<file path="config.mk">
export PLATFORM = sky130hd
export DESIGN_NAME = html_syntax_classifier
export DESIGN_NICKNAME = d
export VERILOG_FILES = /design/src/rtl/hsc_pkg.sv /design/src/rtl/hsc_front.sv /design/src/rtl/hsc_cmd_queue.sv /design/src/rtl/hsc_back.sv /design/src/rtl/html_syntax_classifier.sv
export SDC_FILE = /design/constraint.sdc
export NUM_CORES = 1
export LEC_CHECK = 0
export ABC_CLOCK_PERIOD_IN_PS = 5330
export BUFFER_PORTS_ARGS = -buffer_cell sky130_fd_sc_hd__buf_2
export CAP_MARGIN = 0
export CORE_MARGIN = 2
export CORE_UTILIZATION = 28
export CTS_BUF_LIST = sky130_fd_sc_hd__clkbuf_8
export DETAILED_ROUTE_END_ITERATION = 8
export GPL_TIMING_DRIVEN = 0
export SLEW_MARGIN = 20
export SYNTH_ARGS = -nofsm -noshare
export SYNTH_HDL_FRONTEND = slang
export SYNTH_SLANG_ARGS = --single-unit
</file>
<file path="constraint.sdc">
create_clock -name clock -period 5.33 [get_ports clock]
set_clock_uncertainty 0.05 [all_clocks]
set_input_delay 0.2665 -clock clock [delete_from_list [all_inputs] [get_ports clock]]
set_output_delay 0.2665 -clock clock [all_outputs]
set_load 0.005 [all_outputs]
</file>
<file path="src/rtl/hsc_pkg.sv">
// ----------------------------------------------------------------------------
// HTML syntax classifier package
// Shared types, character constants and opener tables of the classifier.
// ----------------------------------------------------------------------------
`default_nettype none

package hsc_pkg;

   // Scan phase of the front classifier.
   typedef enum logic [2:0] {
      PH_PLAIN      = 3'd0,
      PH_OPEN       = 3'd1,
      PH_TAG        = 3'd2,
      PH_TAG_EQ     = 3'd3,
      PH_QUOTE      = 3'd4,
      PH_COMMENT    = 3'd5,
      PH_NEST_START = 3'd6,
      PH_REST       = 3'd7
   } hsc_phase_type;

   // Class attached to every byte that leaves the block.
   typedef enum logic [2:0] {
      CLASS_PLAIN   = 3'd0,
      CLASS_TAG     = 3'd1,
      CLASS_ATTR    = 3'd2,
      CLASS_QUOTED  = 3'd3,
      CLASS_COMMENT = 3'd4,
      CLASS_SCRIPT  = 3'd5,
      CLASS_STYLE   = 3'd6
   } hsc_class_type;

   // Opener whose prefix sits in the hold buffer.
   typedef enum logic [1:0] {
      PAT_COMMENT    = 2'd0,
      PAT_END_SCRIPT = 2'd1,
      PAT_END_STYLE  = 2'd2
   } hsc_pat_type;

   // Nested block kind, also used as the candidate mask of the tag name match.
   localparam logic [1:0] NEST_NONE   = 2'd0;
   localparam logic [1:0] NEST_SCRIPT = 2'd1;
   localparam logic [1:0] NEST_STYLE  = 2'd2;
   localparam logic [1:0] NEST_BOTH   = 2'd3;

   localparam logic [7:0] CH_LT     = 8'h3C;
   localparam logic [7:0] CH_GT     = 8'h3E;
   localparam logic [7:0] CH_SPACE  = 8'h20;
   localparam logic [7:0] CH_EQUAL  = 8'h3D;
   localparam logic [7:0] CH_DQUOTE = 8'h22;
   localparam logic [7:0] CH_SQUOTE = 8'h27;
   localparam logic [7:0] CH_DASH   = 8'h2D;

   localparam logic [3:0] COMMENT_OPEN_LEN = 4'd4;
   localparam logic [3:0] END_SCRIPT_LEN   = 4'd9;
   localparam logic [3:0] END_STYLE_LEN    = 4'd8;
   localparam logic [2:0] WORD_SCRIPT_LEN  = 3'd6;
   localparam logic [2:0] WORD_STYLE_LEN   = 3'd5;

   // "<!--"
   localparam logic [7:0] COMMENT_OPEN [4] = '{8'h3C, 8'h21, 8'h2D, 8'h2D};
   // "</script>"
   localparam logic [7:0] END_SCRIPT [9] =
      '{8'h3C, 8'h2F, 8'h73, 8'h63, 8'h72, 8'h69, 8'h70, 8'h74, 8'h3E};
   // "</style>"
   localparam logic [7:0] END_STYLE [8] =
      '{8'h3C, 8'h2F, 8'h73, 8'h74, 8'h79, 8'h6C, 8'h65, 8'h3E};
   // "script" and "style"
   localparam logic [7:0] WORD_SCRIPT [6] = '{8'h73, 8'h63, 8'h72, 8'h69, 8'h70, 8'h74};
   localparam logic [7:0] WORD_STYLE [5]  = '{8'h73, 8'h74, 8'h79, 8'h6C, 8'h65};

   // One classified character as handed from the front to the back: a run of
   // held opener bytes to release, then optionally the current character.
   typedef struct packed {
      logic [3:0]    flush_n;
      hsc_pat_type   flush_pat;
      hsc_class_type flush_cls;
      logic          has_char;
      logic [7:0]    ch;
      hsc_class_type ch_cls;
   } hsc_cmd_type;

   function automatic logic [7:0] hsc_pattern_byte(input hsc_pat_type pat,
                                                   input logic [3:0] idx);
      logic [7:0] b;
      b = 8'h00;
      case (pat)
         PAT_COMMENT:    if (idx < COMMENT_OPEN_LEN) b = COMMENT_OPEN[idx[1:0]];
         PAT_END_SCRIPT: if (idx < END_SCRIPT_LEN) b = END_SCRIPT[idx];
         PAT_END_STYLE:  if (idx < END_STYLE_LEN) b = END_STYLE[idx[2:0]];
         default:        b = 8'h00;
      endcase
      return b;
   endfunction

   function automatic logic [7:0] hsc_word_byte(input logic pick_style,
                                                input logic [2:0] pos);
      logic [7:0] b;
      b = 8'h00;
      if (pick_style) begin
         if (pos < WORD_STYLE_LEN) b = WORD_STYLE[pos];
      end else begin
         if (pos < WORD_SCRIPT_LEN) b = WORD_SCRIPT[pos];
      end
      return b;
   endfunction

   function automatic logic hsc_name_done(input logic [1:0] kind, input logic [2:0] pos);
      return ((kind == NEST_SCRIPT) && (pos == WORD_SCRIPT_LEN)) ||
             ((kind == NEST_STYLE) && (pos == WORD_STYLE_LEN));
   endfunction

endpackage

`default_nettype wire

</file>
<file path="src/rtl/hsc_front.sv">
// ----------------------------------------------------------------------------
// HTML syntax classifier front
// Accepts one transaction a cycle while q_full is low, tracks the scan state and issues commands.
// ----------------------------------------------------------------------------
`default_nettype none

module hsc_front (
   input  wire logic             clock,
   input  wire logic             reset,
   input  wire logic             accept,
   input  wire logic             req_mode,
   input  wire logic [7:0]       req_character,
   input  wire logic             q_full,
   output hsc_pkg::hsc_cmd_type  cmd,
   output logic                  cmd_push
);

   hsc_pkg::hsc_phase_type phase_ff, phase_in;
   logic [1:0]  nested_ff, nested_in;
   logic        quote_single_ff, quote_single_in;
   logic [1:0]  dash_run_ff, dash_run_in;
   logic [2:0]  match_pos_ff, match_pos_in;
   logic [1:0]  match_kind_ff, match_kind_in;
   logic [3:0]  hold_count_ff, hold_count_in;
   logic        in_attr_ff, in_attr_in;

   logic                   run_tag;
   logic                   quote_hit;
   logic [1:0]             new_kind;
   hsc_pkg::hsc_class_type deleg_cls;
   hsc_pkg::hsc_pat_type   end_pat;
   logic [3:0]             end_len;
   logic [7:0]             c;

   assign c = req_character;

   always_ff @(posedge clock) begin
      if (reset) begin
         phase_ff        <= hsc_pkg::PH_PLAIN;
         nested_ff       <= hsc_pkg::NEST_NONE;
         quote_single_ff <= 1'b0;
         dash_run_ff     <= 2'd0;
         match_pos_ff    <= 3'd0;
         match_kind_ff   <= hsc_pkg::NEST_NONE;
         hold_count_ff   <= 4'd0;
         in_attr_ff      <= 1'b0;
      end else if (accept) begin
         phase_ff        <= phase_in;
         nested_ff       <= nested_in;
         quote_single_ff <= quote_single_in;
         dash_run_ff     <= dash_run_in;
         match_pos_ff    <= match_pos_in;
         match_kind_ff   <= match_kind_in;
         hold_count_ff   <= hold_count_in;
         in_attr_ff      <= in_attr_in;
      end
   end

   always_comb begin
      phase_in        = phase_ff;
      nested_in       = nested_ff;
      quote_single_in = quote_single_ff;
      dash_run_in     = dash_run_ff;
      match_pos_in    = match_pos_ff;
      match_kind_in   = match_kind_ff;
      hold_count_in   = hold_count_ff;
      in_attr_in      = in_attr_ff;

      cmd.flush_n   = 4'd0;
      cmd.flush_pat = hsc_pkg::PAT_COMMENT;
      cmd.flush_cls = hsc_pkg::CLASS_TAG;
      cmd.has_char  = 1'b0;
      cmd.ch        = c;
      cmd.ch_cls    = hsc_pkg::CLASS_PLAIN;

      run_tag   = 1'b0;
      quote_hit = 1'b0;
      new_kind  = hsc_pkg::NEST_NONE;
      deleg_cls = (nested_ff == hsc_pkg::NEST_SCRIPT) ? hsc_pkg::CLASS_SCRIPT
                                                      : hsc_pkg::CLASS_STYLE;
      end_pat   = (nested_ff == hsc_pkg::NEST_SCRIPT) ? hsc_pkg::PAT_END_SCRIPT
                                                      : hsc_pkg::PAT_END_STYLE;
      end_len   = (nested_ff == hsc_pkg::NEST_SCRIPT) ? hsc_pkg::END_SCRIPT_LEN
                                                      : hsc_pkg::END_STYLE_LEN;

      if (req_mode) begin
         // End of line: release what is held and close any open construct.
         case (phase_ff)
            hsc_pkg::PH_OPEN: begin
               cmd.flush_n   = hold_count_ff;
               cmd.flush_pat = hsc_pkg::PAT_COMMENT;
               cmd.flush_cls = hsc_pkg::CLASS_TAG;
            end
            hsc_pkg::PH_NEST_START: begin
               cmd.flush_n   = hold_count_ff;
               cmd.flush_pat = end_pat;
               cmd.flush_cls = deleg_cls;
            end
            default: begin
            end
         endcase
         if (phase_ff inside {hsc_pkg::PH_OPEN, hsc_pkg::PH_TAG, hsc_pkg::PH_TAG_EQ,
                              hsc_pkg::PH_QUOTE}) begin
            if (hsc_pkg::hsc_name_done(match_kind_ff, match_pos_ff)) begin
               nested_in = match_kind_ff;
            end
         end
         hold_count_in = 4'd0;
         dash_run_in   = 2'd0;
         in_attr_in    = 1'b0;
         match_kind_in = hsc_pkg::NEST_NONE;
         match_pos_in  = 3'd0;
         phase_in      = (nested_in != hsc_pkg::NEST_NONE) ? hsc_pkg::PH_NEST_START
                                                          : hsc_pkg::PH_PLAIN;
      end else begin
         case (phase_ff)
            hsc_pkg::PH_PLAIN: begin
               if (c == hsc_pkg::CH_LT) begin
                  hold_count_in = 4'd1;
                  phase_in      = hsc_pkg::PH_OPEN;
               end else begin
                  cmd.has_char = 1'b1;
                  cmd.ch_cls   = hsc_pkg::CLASS_PLAIN;
               end
            end
            hsc_pkg::PH_OPEN: begin
               if ((hold_count_ff < hsc_pkg::COMMENT_OPEN_LEN) &&
                   (c == hsc_pkg::hsc_pattern_byte(hsc_pkg::PAT_COMMENT, hold_count_ff))) begin
                  if (hold_count_ff == hsc_pkg::COMMENT_OPEN_LEN - 4'd1) begin
                     cmd.flush_n   = hold_count_ff;
                     cmd.flush_pat = hsc_pkg::PAT_COMMENT;
                     cmd.flush_cls = hsc_pkg::CLASS_COMMENT;
                     cmd.has_char  = 1'b1;
                     cmd.ch_cls    = hsc_pkg::CLASS_COMMENT;
                     hold_count_in = 4'd0;
                     dash_run_in   = 2'd2;
                     phase_in      = hsc_pkg::PH_COMMENT;
                  end else begin
                     hold_count_in = hold_count_ff + 4'd1;
                  end
               end else begin
                  // Not a comment: the held bytes open a tag, and a lone '<'
                  // leaves both nested openers as candidates.
                  match_kind_in = (hold_count_ff > 4'd1) ? hsc_pkg::NEST_NONE
                                                         : hsc_pkg::NEST_BOTH;
                  match_pos_in  = 3'd0;
                  cmd.flush_n   = hold_count_ff;
                  cmd.flush_pat = hsc_pkg::PAT_COMMENT;
                  cmd.flush_cls = hsc_pkg::CLASS_TAG;
                  hold_count_in = 4'd0;
                  in_attr_in    = 1'b0;
                  phase_in      = hsc_pkg::PH_TAG;
                  run_tag       = 1'b1;
               end
            end
            hsc_pkg::PH_TAG, hsc_pkg::PH_TAG_EQ: begin
               run_tag = 1'b1;
            end
            hsc_pkg::PH_QUOTE: begin
               cmd.has_char = 1'b1;
               cmd.ch_cls   = hsc_pkg::CLASS_QUOTED;
               if (c == (quote_single_ff ? hsc_pkg::CH_SQUOTE : hsc_pkg::CH_DQUOTE)) begin
                  phase_in = hsc_pkg::PH_TAG;
               end
            end
            hsc_pkg::PH_COMMENT: begin
               cmd.has_char = 1'b1;
               cmd.ch_cls   = hsc_pkg::CLASS_COMMENT;
               if (c == hsc_pkg::CH_DASH) begin
                  if (dash_run_ff < 2'd2) dash_run_in = dash_run_ff + 2'd1;
               end else if ((c == hsc_pkg::CH_GT) && (dash_run_ff == 2'd2)) begin
                  dash_run_in = 2'd0;
                  phase_in    = hsc_pkg::PH_PLAIN;
               end else begin
                  dash_run_in = 2'd0;
               end
            end
            hsc_pkg::PH_NEST_START: begin
               if ((hold_count_ff == 4'd0) &&
                   (c inside {hsc_pkg::CH_SPACE, [8'h09:8'h0D]})) begin
                  cmd.has_char = 1'b1;
                  cmd.ch_cls   = hsc_pkg::CLASS_PLAIN;
               end else if ((hold_count_ff < end_len) &&
                            (c == hsc_pkg::hsc_pattern_byte(end_pat, hold_count_ff))) begin
                  if (hold_count_ff + 4'd1 == end_len) begin
                     cmd.flush_n   = hold_count_ff;
                     cmd.flush_pat = end_pat;
                     cmd.flush_cls = hsc_pkg::CLASS_TAG;
                     cmd.has_char  = 1'b1;
                     cmd.ch_cls    = hsc_pkg::CLASS_TAG;
                     hold_count_in = 4'd0;
                     nested_in     = hsc_pkg::NEST_NONE;
                     phase_in      = hsc_pkg::PH_REST;
                  end else begin
                     hold_count_in = hold_count_ff + 4'd1;
                  end
               end else begin
                  cmd.flush_n   = hold_count_ff;
                  cmd.flush_pat = end_pat;
                  cmd.flush_cls = deleg_cls;
                  cmd.has_char  = 1'b1;
                  cmd.ch_cls    = deleg_cls;
                  hold_count_in = 4'd0;
                  phase_in      = hsc_pkg::PH_REST;
               end
            end
            hsc_pkg::PH_REST: begin
               cmd.has_char = 1'b1;
               cmd.ch_cls   = (nested_ff != hsc_pkg::NEST_NONE) ? deleg_cls
                                                                : hsc_pkg::CLASS_PLAIN;
            end
            default: begin
            end
         endcase

         if (run_tag) begin
            if (phase_in == hsc_pkg::PH_TAG_EQ) begin
               phase_in = hsc_pkg::PH_TAG;
               if ((c == hsc_pkg::CH_DQUOTE) || (c == hsc_pkg::CH_SQUOTE)) begin
                  quote_single_in = (c == hsc_pkg::CH_SQUOTE);
                  phase_in        = hsc_pkg::PH_QUOTE;
                  cmd.has_char    = 1'b1;
                  cmd.ch_cls      = hsc_pkg::CLASS_QUOTED;
                  quote_hit       = 1'b1;
               end
            end
            if (!quote_hit) begin
               // Narrow the nested opener candidates by one tag name byte.
               if ((match_kind_in != hsc_pkg::NEST_NONE) &&
                   !hsc_pkg::hsc_name_done(match_kind_in, match_pos_in)) begin
                  new_kind[0] = match_kind_in[0] && (match_pos_in < hsc_pkg::WORD_SCRIPT_LEN) &&
                                (c == hsc_pkg::hsc_word_byte(1'b0, match_pos_in));
                  new_kind[1] = match_kind_in[1] && (match_pos_in < hsc_pkg::WORD_STYLE_LEN) &&
                                (c == hsc_pkg::hsc_word_byte(1'b1, match_pos_in));
                  match_kind_in = new_kind;
                  if (new_kind != hsc_pkg::NEST_NONE) match_pos_in = match_pos_in + 3'd1;
               end
               cmd.has_char = 1'b1;
               if (c == hsc_pkg::CH_GT) begin
                  cmd.ch_cls = hsc_pkg::CLASS_TAG;
                  if (hsc_pkg::hsc_name_done(match_kind_in, match_pos_in)) begin
                     nested_in = match_kind_in;
                  end
                  match_kind_in = hsc_pkg::NEST_NONE;
                  match_pos_in  = 3'd0;
                  in_attr_in    = 1'b0;
                  phase_in      = hsc_pkg::PH_PLAIN;
               end else if ((c == hsc_pkg::CH_SPACE) && !in_attr_in) begin
                  in_attr_in = 1'b1;
                  cmd.ch_cls = hsc_pkg::CLASS_TAG;
               end else if (c == hsc_pkg::CH_EQUAL) begin
                  cmd.ch_cls = hsc_pkg::CLASS_ATTR;
                  phase_in   = hsc_pkg::PH_TAG_EQ;
               end else begin
                  cmd.ch_cls = in_attr_in ? hsc_pkg::CLASS_ATTR : hsc_pkg::CLASS_TAG;
               end
            end
         end
      end

      cmd_push = accept && ((cmd.flush_n != 4'd0) || cmd.has_char);
   end

   // Bytes are held back only while an opener is still undecided.
   a_hold_phase: assert property (@(posedge clock) disable iff (reset)
      (hold_count_ff != 4'd0) |->
         ((phase_ff == hsc_pkg::PH_OPEN) || (phase_ff == hsc_pkg::PH_NEST_START)))
      else $error("bytes held outside an opener phase");

   // The front never issues a command into a full queue.
   a_push_room: assert property (@(posedge clock) disable iff (reset)
      cmd_push |-> !q_full)
      else $error("command issued into a full queue");

endmodule

`default_nettype wire

</file>
<file path="src/rtl/hsc_cmd_queue.sv">
// ----------------------------------------------------------------------------
// HTML syntax classifier command queue
// Small register queue that decouples the front from the back.
// ----------------------------------------------------------------------------
`default_nettype none

module hsc_cmd_queue #(
   parameter int DEPTH = 4
) (
   input  wire logic                 clock,
   input  wire logic                 reset,
   input  wire logic                 push,
   input  wire hsc_pkg::hsc_cmd_type push_cmd,
   output logic                      full,
   input  wire logic                 pop,
   output hsc_pkg::hsc_cmd_type      head_cmd,
   output logic                      empty
);

   localparam int PTR_W = $clog2(DEPTH);
   localparam int CNT_W = $clog2(DEPTH + 1);

   hsc_pkg::hsc_cmd_type entry_ff [DEPTH];
   logic [PTR_W-1:0] wr_ptr_ff, wr_ptr_in;
   logic [PTR_W-1:0] rd_ptr_ff, rd_ptr_in;
   logic [CNT_W-1:0] count_ff, count_in;

   assign full     = (count_ff == CNT_W'(DEPTH));
   assign empty    = (count_ff == '0);
   assign head_cmd = entry_ff[rd_ptr_ff];

   always_comb begin
      wr_ptr_in = wr_ptr_ff;
      rd_ptr_in = rd_ptr_ff;
      count_in  = count_ff;
      if (push) begin
         wr_ptr_in = (wr_ptr_ff == PTR_W'(DEPTH - 1)) ? '0 : wr_ptr_ff + PTR_W'(1);
      end
      if (pop) begin
         rd_ptr_in = (rd_ptr_ff == PTR_W'(DEPTH - 1)) ? '0 : rd_ptr_ff + PTR_W'(1);
      end
      if (push && !pop) count_in = count_ff + CNT_W'(1);
      else if (pop && !push) count_in = count_ff - CNT_W'(1);
   end

   always_ff @(posedge clock) begin
      if (reset) begin
         wr_ptr_ff <= '0;
         rd_ptr_ff <= '0;
         count_ff  <= '0;
      end else begin
         wr_ptr_ff <= wr_ptr_in;
         rd_ptr_ff <= rd_ptr_in;
         count_ff  <= count_in;
      end
   end

   always_ff @(posedge clock) begin
      if (push) entry_ff[wr_ptr_ff] <= push_cmd;
   end

   // The back only retires an entry that is present.
   a_pop_valid: assert property (@(posedge clock) disable iff (reset)
      pop |-> !empty)
      else $error("command popped from an empty queue");

endmodule

`default_nettype wire

</file>
<file path="src/rtl/hsc_back.sv">
// ----------------------------------------------------------------------------
// HTML syntax classifier back
// Expands each command into result bytes and holds them in an output register.
// ----------------------------------------------------------------------------
`default_nettype none

module hsc_back (
   input  wire logic                 clock,
   input  wire logic                 reset,
   input  wire hsc_pkg::hsc_cmd_type head_cmd,
   input  wire logic                 q_empty,
   output logic                      q_pop,
   output logic                      empty,
   input  wire logic                 pop,
   output logic [7:0]                rsp_character_out,
   output logic [2:0]                rsp_text_class,
   output logic                      rsp_last
);

   logic [3:0]             idx_ff, idx_in;
   logic                   out_valid_ff, out_valid_in;
   logic [7:0]             char_ff, char_in;
   hsc_pkg::hsc_class_type class_ff, class_in;
   logic                   last_ff, last_in;
   logic                   load;
   logic                   take;
   logic                   in_flush;

   assign empty             = !out_valid_ff;
   assign rsp_character_out = char_ff;
   assign rsp_text_class    = class_ff;
   assign rsp_last          = last_ff;

   always_comb begin
      take     = out_valid_ff && pop;
      load     = !q_empty && (!out_valid_ff || take);
      in_flush = (idx_ff < head_cmd.flush_n);

      if (in_flush) begin
         char_in  = hsc_pkg::hsc_pattern_byte(head_cmd.flush_pat, idx_ff);
         class_in = head_cmd.flush_cls;
         last_in  = (idx_ff == head_cmd.flush_n - 4'd1) && !head_cmd.has_char;
      end else begin
         char_in  = head_cmd.ch;
         class_in = head_cmd.ch_cls;
         last_in  = 1'b1;
      end

      q_pop        = load && last_in;
      idx_in       = idx_ff;
      out_valid_in = out_valid_ff;
      if (load) begin
         idx_in       = last_in ? 4'd0 : idx_ff + 4'd1;
         out_valid_in = 1'b1;
      end else if (take) begin
         out_valid_in = 1'b0;
      end
   end

   always_ff @(posedge clock) begin
      if (reset) begin
         idx_ff       <= 4'd0;
         out_valid_ff <= 1'b0;
      end else begin
         idx_ff       <= idx_in;
         out_valid_ff <= out_valid_in;
      end
   end

   always_ff @(posedge clock) begin
      if (load) begin
         char_ff  <= char_in;
         class_ff <= class_in;
         last_ff  <= last_in;
      end
   end

   // A partly expanded command stays at the head of the queue.
   a_mid_head: assert property (@(posedge clock) disable iff (reset)
      (idx_ff != 4'd0) |-> !q_empty)
      else $error("expansion in progress without a queued command");

   // The next result after a last one starts a fresh command.
   a_last_restart: assert property (@(posedge clock) disable iff (reset)
      (load && last_in) |=> (idx_ff == 4'd0))
      else $error("byte index not cleared after the final result");

endmodule

`default_nettype wire

</file>
<file path="src/rtl/html_syntax_classifier.sv">
// ----------------------------------------------------------------------------
// HTML syntax classifier
// Classifies line text byte by byte into plain, tag, attribute, quoted value,
// comment, or script and style bytes that belong to a nested highlighter.
// ----------------------------------------------------------------------------
//
//   channel   ports                                      handshake
//   --------  -----------------------------------------  ---------------------
//   input     req_mode, req_character                    push high, full low
//   result    rsp_character_out, rsp_text_class, rsp_last empty low, pop high
//
// The front takes one transaction in every cycle while full is low and
// classifies it in that same cycle. A transaction causes up to nine results,
// because an undecided opener such as '</script' holds up to eight bytes that
// all leave together with the byte that decides it. The back drains results
// at one per cycle while pop is high; the held bytes came in with earlier
// transactions that caused none, so one transaction per cycle is sustained
// while pop is high. QUEUE_DEPTH commands plus the output register absorb the
// bursts, and full rises only while the queue holds QUEUE_DEPTH commands. With
// the back idle, the first result of a transaction passes through the queue
// and then the output register before it is shown. Reset is synchronous and
// clears the scan state, the queue and the output valid flag; a stalled
// result holds on the result ports.
// ----------------------------------------------------------------------------
`default_nettype none

module html_syntax_classifier #(
   parameter int QUEUE_DEPTH = 4
) (
   input  wire logic        clock,
   input  wire logic        reset,
   input  wire logic        push,
   output logic             full,
   input  wire logic        req_mode,
   input  wire logic [7:0]  req_character,
   output logic             empty,
   input  wire logic        pop,
   output logic [7:0]       rsp_character_out,
   output logic [2:0]       rsp_text_class,
   output logic             rsp_last
);

   // Commands travel from the front into the queue and from its head into
   // the back. Each command names a run of held opener bytes and the current
   // byte, each with its class.
   hsc_pkg::hsc_cmd_type front_cmd;
   hsc_pkg::hsc_cmd_type head_cmd;
   logic                 front_push;
   logic                 q_full;
   logic                 q_empty;
   logic                 q_pop;
   logic                 accept;

   // An input transaction is taken whenever the queue has room. A transaction
   // that causes no result (an end of line with nothing held) just updates
   // the scan state.
   assign full   = q_full;
   assign accept = push && !q_full;

   // The front holds the whole scan state: phase, nested block kind, quote
   // style, the dash run of a comment, the tag name match, the attribute flag and
   // the count of held bytes. The held bytes are always a prefix of a known opener,
   // so the command carries which opener and how many, not the bytes themselves.
   hsc_front u_front (
      .clock         (clock),
      .reset         (reset),
      .accept        (accept),
      .req_mode      (req_mode),
      .req_character (req_character),
      .q_full        (q_full),
      .cmd           (front_cmd),
      .cmd_push      (front_push)
   );

   hsc_cmd_queue #(
      .DEPTH (QUEUE_DEPTH)
   ) u_queue (
      .clock    (clock),
      .reset    (reset),
      .push     (front_push),
      .push_cmd (front_cmd),
      .full     (q_full),
      .pop      (q_pop),
      .head_cmd (head_cmd),
      .empty    (q_empty)
   );

   // The back walks the head command one result per cycle, regenerating the
   // held bytes from the opener tables, and retires the command with its
   // last result. The output register lets it keep going while pop is high.
   hsc_back u_back (
      .clock             (clock),
      .reset             (reset),
      .head_cmd          (head_cmd),
      .q_empty           (q_empty),
      .q_pop             (q_pop),
      .empty             (empty),
      .pop               (pop),
      .rsp_character_out (rsp_character_out),
      .rsp_text_class    (rsp_text_class),
      .rsp_last          (rsp_last)
   );

endmodule

`default_nettype wire

</file>
# == Word-level counts from Yosys, hierarchy flattened ==
# Memory sizes are Yosys's and may differ from the RTL's. A register that Yosys moved wholly into a read port is not among the register bits.
# Cells that the tools add are included.
# classes
n_eq_ne,49
reduce_logical,60
bitwise,8
magnitude_cmp,21
n_addsub,9
n_mux,177
# op_table
cell,n
$mux 8,38
$mux 3,48
$mux 2,36
$eq 8x6->1 const B,7
$pmux 8 s3,2
$eq 8x8->1,5
$pmux 9 s2,2
$eq 3x3->1 const B,11
$bmux 8 s2,2
$mux 4,8
$mux 10,3
$pmux 3 s5,2
$mux 1,29
$mux 9,3
$logic_and 1x1->1,25
$eq 2x2->1 const B,8
$lt 4x4->1 const B,4
$reduce_bool 2->1,7
$eq 2x1->1 const B,6
$ge 4x4->1 const B,3
$not 3->4,3
$pmux 4 s3,1
$reduce_bool 4->1,3
$ge 5x5->1 const B,2
other kinds (36),66
# totals
inputBits,13
out_inout_bits,14
memories,7
ram_bits,84
reg_bits,42
rom_bits,512
# mem_list
name,words,word_bits,rd,rd_ports_with_merged_regs,write_ports,line_no,rtl
(name not given),16,8,1,0,0,hsc_pkg.sv:88,PAT_END_SCRIPT: if (idx < END_SCRIPT_LEN) b = END_SCRIPT[idx];
(name not given),16,8,1,0,0,hsc_pkg.sv:88,
u_queue.entry_ff,4,21,1,1,1,hsc_cmd_queue.sv:23,hsc_pkg::hsc_cmd_type entry_ff [DEPTH];
(name not given),8,8,1,0,0,hsc_pkg.sv:89,PAT_END_STYLE: if (idx < END_STYLE_LEN) b = END_STYLE[idx[2:0]];
(name not given),8,8,1,0,0,hsc_pkg.sv:89,
(name not given),8,8,1,0,0,hsc_pkg.sv:100,if (pos < WORD_STYLE_LEN) b = WORD_STYLE[pos];
+1 memories,--,--,--,--,--,--,

# == Depth between registers and ports, before layout ==
# depth
ltp_word,38
ltp_mapped,19
depth_no_buf,17

# == By module ==
# A second synthesis with hierarchy kept.
# hier_totals
hier_cells,753
hier_area_um2,7860.0
# modules_own_cells
mod,cells_per_inst,n_inst,area_per_inst_um2,seq_area_each_um2
hsc_cmd_queue,153,1,3472.1,2702.6
hsc_front,465,1,3136.8,360.3
hsc_back,134,1,1237.4,460.4
html_syntax_classifier,1,1,13.8,0.0

# == Worst setup path after synthesis ==
# OpenSTA, ideal clock, no wires.
# synth_path
path_type,flip-flop to flip-flop
startpoint,reg u_front.hold_count_ff[1]
endpoint,reg u_front.nested_ff[1]
path_stages_with_launch,19
t_arrival_ns,4.169
setup_ns,0.116
period_less_slack_ns,4.335
path_slack_ns,0.995
n_path_buf,2
path_cell_list,dfxtp_1 > inv_1 > ha_1 > a2111oi_0 > nor2_1 > a31o_2 > buf_2 > and2_1 > clkbuf_1 > ha_1 > ha_1 > xor2_1 > or4_1 > or4_4 > a31oi_4 > o211ai_4 > mux2i_1 > nand3_1 > a31o_1
# synth_between
elab_chain_cells,37
word_cells_on_any_way,118
# synth_rtl
item,line_no,rtl
start: declaration,hsc_front.sv:24,"logic [3:0] hold_count_ff, hold_count_in;"
start signal: assignment,hsc_front.sv:54,hold_count_ff <= hold_count_in;
$not 2->3 (implied by the code),hsc_pkg.sv:87,PAT_COMMENT: if (idx < COMMENT_OPEN_LEN) b = COMMENT_OPEN[idx[1:0]];
$bmux 8 s2,hsc_pkg.sv:87,
$mux 8 (implied by the code) (2 in a row),hsc_pkg.sv:87,
$mux 8,hsc_pkg.sv:87,
$mux 8,hsc_front.sv:116,case (phase_ff)
$mux 8,hsc_front.sv:86,if (req_mode) begin
$eq 8x8->1,hsc_front.sv:128,"(c == hsc_pkg::hsc_pattern_byte(hsc_pkg::PAT_COMMENT, hold_count_ff))) begin"
$logic_and 1x1->1,hsc_front.sv:127,if ((hold_count_ff < hsc_pkg::COMMENT_OPEN_LEN) &&
[... 20 more ...],--,
$eq 3x3->1 (on tied branches),"hsc_pkg.sv:108, hsc_pkg.sv:109",
$logic_and 1x1->1 (on tied branches),"hsc_pkg.sv:108, hsc_pkg.sv:109",
$logic_or 1x1->1,hsc_pkg.sv:108,return ((kind == NEST_SCRIPT) && (pos == WORD_SCRIPT_LEN)) ||
$mux 2,hsc_front.sv:241,"if (hsc_pkg::hsc_name_done(match_kind_in, match_pos_in)) begin"
$mux 2,hsc_front.sv:239,if (c == hsc_pkg::CH_GT) begin
$mux 2,hsc_front.sv:227,if (!quote_hit) begin
$mux 2 (*),hsc_front.sv:216,if (run_tag) begin
$mux 2 (*),hsc_front.sv:86,
end signal: assignment,hsc_front.sv:40,nested_ff <= hsc_pkg::NEST_NONE;
end signal: assignment,hsc_front.sv:49,nested_ff <= nested_in;
end: declaration,hsc_front.sv:19,"logic [1:0] nested_ff, nested_in;"
# Mark *: on every way between the ends. The rest lies on a longest branch, timed or not. The select of a mux whose other input is x is not followed.
# A chain may end at the register's enable or synchronous reset.

# == Worst setup path after layout ==
# layout_path
startpoint,reg u_front.hold_count_ff[0]
endpoint,reg u_front.nested_ff[1]
# The elaborated chain is that of the path after synthesis.

==> reports/qor.csv <==
metric;value;unit
detail-routed net length per standard cell;17.4;um
average cell area after synthesis;10.7;um2
Power per Cell Area;349;nW/um2
# Max-Cap Violations;0;
cell with the most instances on the worst path;sky130_fd_sc_hd__ha_1;
post-layout min period;4900;ps
cell class contributing the biggest share of worst-path delay;simple AND/OR/NAND/NOR gates;
number of endpoints with negative hold slack in the final report;0;
CP Class;reg2reg;
top library cells by usage in the layout, fill and taps aside;sky130_fd_sc_hd__edfxtp_1, sky130_fd_sc_hd__nor2_1, sky130_fd_sc_hd__nand2_1, sky130_fd_sc_hd__a21oi_1, sky130_fd_sc_hd__o21ai_0;
run status;finished clean;
global-route wire length before repair;30.3;mm
buffer and inverter count on the worst path;2;
GR Overflow Total;0;
initial core utilization;0.286;
drt drc;0;
total of endpoints with negative setup slack in the final report;0;
sequential area share after synthesis;0.473;
final antenna-violating net count;0;
first-pass iteration count of the detailed router;6;
per-cell via count in the routed design;5.16;
cell-by-cell listing of the critical path;inv_1 -> ha_1 -> xnor2_1 -> nor4_4 -> a31o_2 -> buf_2 -> and2_1 -> ha_1 -> ha_1 -> xor2_1 -> or4_1 -> or4_4 -> a31oi_4 -> o211ai_4 -> mux2i_1 -> nand3_1 -> a31o_1;
startpoint of the worst hold path;req_character[0];
Clock Tree Buf Depth;2;
netlist area before placement;7440;um2
startpoint of the lowest-slack register-to-register path;u_front.hold_count_ff[0]$_SDFFE_PP0P_;
peak per-stage delay on the critical path;520;ps
routed via count;5614;
Hold Path Sink;u_queue.entry_ff[1][3]$_DFFE_PP_;
standard-cell row count;59;
number of placed I/O pins;27;
maximum vdd ir drop;0.233;mV
Syn Nets;741;
final net count;785;
Max Fclk;204;MHz
CTS-repair resized insts;0;
n_diodes;0;
reg-to-reg slack, setup;430;ps
Post-Route WL;19.0;mm
worst min-delay path class;in2reg;
crit path capture type;register;
number of antenna violations at the first check in global routing;0;
via count of the first global-routing pass;5614;
Placer Congestion;0.869;
TritonCTS clock tree;built;
slew at the pin with the worst max-slew slack;1060;ps
count of buffers inserted at the top-level ports;25;
maximum net fanout on the critical path;10;
arrival time reported for the critical path endpoint;5190;ps
Die Span Y;167;um
Final Cycle Share;0.920;
number of buffers added by the clock tree synthesis step;17;
Min-Delay Path Depth;1;
flops & latches, synth;128;
Post-DP HPWL;13.5;mm
Critical R2R Capture;u_front.nested_ff[1]$_SDFFE_PP0P_;
CTS Sinks;128;
Leakage Power;0.00280;uW
buffer type at the clock tree root;sky130_fd_sc_hd__clkbuf_8;
Total Routing Usage GR;0.138;
layout-stage area growth over the synthesis result;13.5;%
Post-synth EDFFs;96;
total negative slack for setup checks;0;ps
Iteration-0 DRC Markers;377;
Distinct cells, synth;76;
gate count after technology mapping;697;
Yosys warning total;0;
clock slew at reported path FFs;90;ps
Total Die Area;27900;um2
most common library cell in the layout ignoring fill and taps;sky130_fd_sc_hd__edfxtp_1;
final-report max-slew violation count;0;
insertion delay to the later sink of the worst-skew pair;440;ps
Critical Path Slowest Stage Cell;sky130_fd_sc_hd__or4_4;
required time worst endpoint;5620;ps
Die X;167;um
unrepaired setup endpoints after global routing;no;
Primary FF master, synth;sky130_fd_sc_hd__edfxtp_1;
area of the core;26100;um2
worst-case hold slack;50.4;ps
post-synthesis async set-or-reset flop share;0;
pin count of the biggest net entering global routing;22;
Relative slew margins;0.296;
fraction of final layout cells with drive strength greater than 1;0.167;
length in cells of the worst reg-to-reg path;17;
number of levels the H-tree was split into;4;
Critical Path Start Type;register;
-- final cells by class --
cell class | count | area (um2)
Multi-Input combinational cell | 496 | 3630
Tap cell | 335 | 419
Inverter | 31 | 116
Clock buffer | 17 | 234
Fill cell | 2639 | 17600
Sequential cell | 128 | 3520
Clock inverter | 15 | 215
Timing Repair Buffer | 26 | 136
Buffer | 41 | 173
-- flip-flops by register name, indices dropped and copies added, names as in the netlist, named ones only --
signal,flops
u_queue.rd_ptr_ff,2
u_back.rsp_last,1
u_queue.entry_ff,84
u_front.match_kind_ff,2
u_front.nested_ff,2
u_front.dash_run_ff,2
u_front.match_pos_ff,3
u_queue.count_ff,3
u_front.in_attr_ff,1
u_front.phase_ff,3
u_back.rsp_text_class,3
u_back.rsp_character_out,8
u_queue.wr_ptr_ff,2
u_front.quote_single_ff,1
u_back.out_valid_ff,1
u_back.idx_ff,4
u_front.hold_count_ff,4
-- stage by stage --
step / utilization / setup slack [ps] / cells / instance area [um2] / total power, uW
2_1_floorplan: - / 995 / 697 / 7440 / 1750
3_3_place_gp: 0.307 / 342 / 1057 / 7990 / 1970
3_5_place_dp: 0.307 / 316 / 1058 / 8000 / 1990
4_1_cts: 0.324 / 274 / 1090 / 8450 / 2970
5_1_grt: 0.324 / 53.4 / 1089 / 8450 / 3110
6_report: 0.324 / 429 / 1089 / 8450 / 2950
-- report_power, final --
part	switching [uW]	internal, uW	leakage (uW)
Sequential	44.0	1200	0.00115
Clock	425	555	0.000219
Combinational	427	291	0.00143
-- cell usage after synthesis (all sizes together), types with 5 or more instances --
library cell,n,share of area
nand2b,11,0.0092
and2,14,0.012
or3,7,0.0062
xnor2,16,0.019
nor3,21,0.015
nand3,13,0.0087
o21ai,37,0.025
o31ai,6,0.0061
or4,7,0.0076
nor4,7,0.0079
mux2,7,0.011
a31oi,7,0.0087
nor2,60,0.031
a211o,6,0.0072
a211oi,5,0.0050
nand2,54,0.027
inv,31,0.016
dfxtp,32,0.086
edfxtp,96,0.39
nor2b,7,0.0059
clkbuf,26,0.013
xor2,10,0.012
or2,7,0.0059
buf,16,0.011
ha,30,0.050
o21a,6,0.0061
mux2i,15,0.020
a21oi,55,0.037
mux4,22,0.067
-- how the worst max path moves through the flow --
stage,from,endpoint,slack [ps],cells past startpoint
5_1_grt,u_front.hold_count_ff[0]$_SDFFE_PP0P_,u_front.nested_ff[1]$_SDFFE_PP0P_,50,17
6_report,u_front.hold_count_ff[0]$_SDFFE_PP0P_,u_front.nested_ff[1]$_SDFFE_PP0P_,430,17
3_3_place_gp,u_front.hold_count_ff[0]$_SDFFE_PP0P_,u_front.nested_ff[1]$_SDFFE_PP0P_,340,18
4_1_cts,u_front.hold_count_ff[0]$_SDFFE_PP0P_,u_front.nested_ff[1]$_SDFFE_PP0P_,270,18
2_1_floorplan,u_front.hold_count_ff[1]$_SDFFE_PP0P_,u_front.nested_ff[1]$_SDFFE_PP0P_,990,18
3_5_place_dp,u_front.hold_count_ff[1]$_SDFFE_PP0P_,u_front.nested_ff[1]$_SDFFE_PP0P_,320,18
-- cells by family after synthesis --
logic type	count (synthesis)	synth area share
and+or+nand+nor	229	0.158
AOI/OAI and AO/OA	166	0.149
DFF	128	0.473
buffers and inverters	73	0.0393
muxes	44	0.0973
adders and majority gates	31	0.0531
xor gates and xnor gates	26	0.0306
-- per-layer routing --
layer	vias to the layer above	part of all wire	global-route usage
met5	-	0	0
met4	0	0.021	0.0480
met3	31	0.049	0.0321
met2	181	0.48	0.228
met1	2707	0.45	0.177
li1	2695	-	-
-- what timing repair did --
action,CTS,global route
endpoints found under the setup margin,0,2
buffers inserted,0,0
hold buffers,0,0
Note: power is estimated with default switching activity, not from simulation.
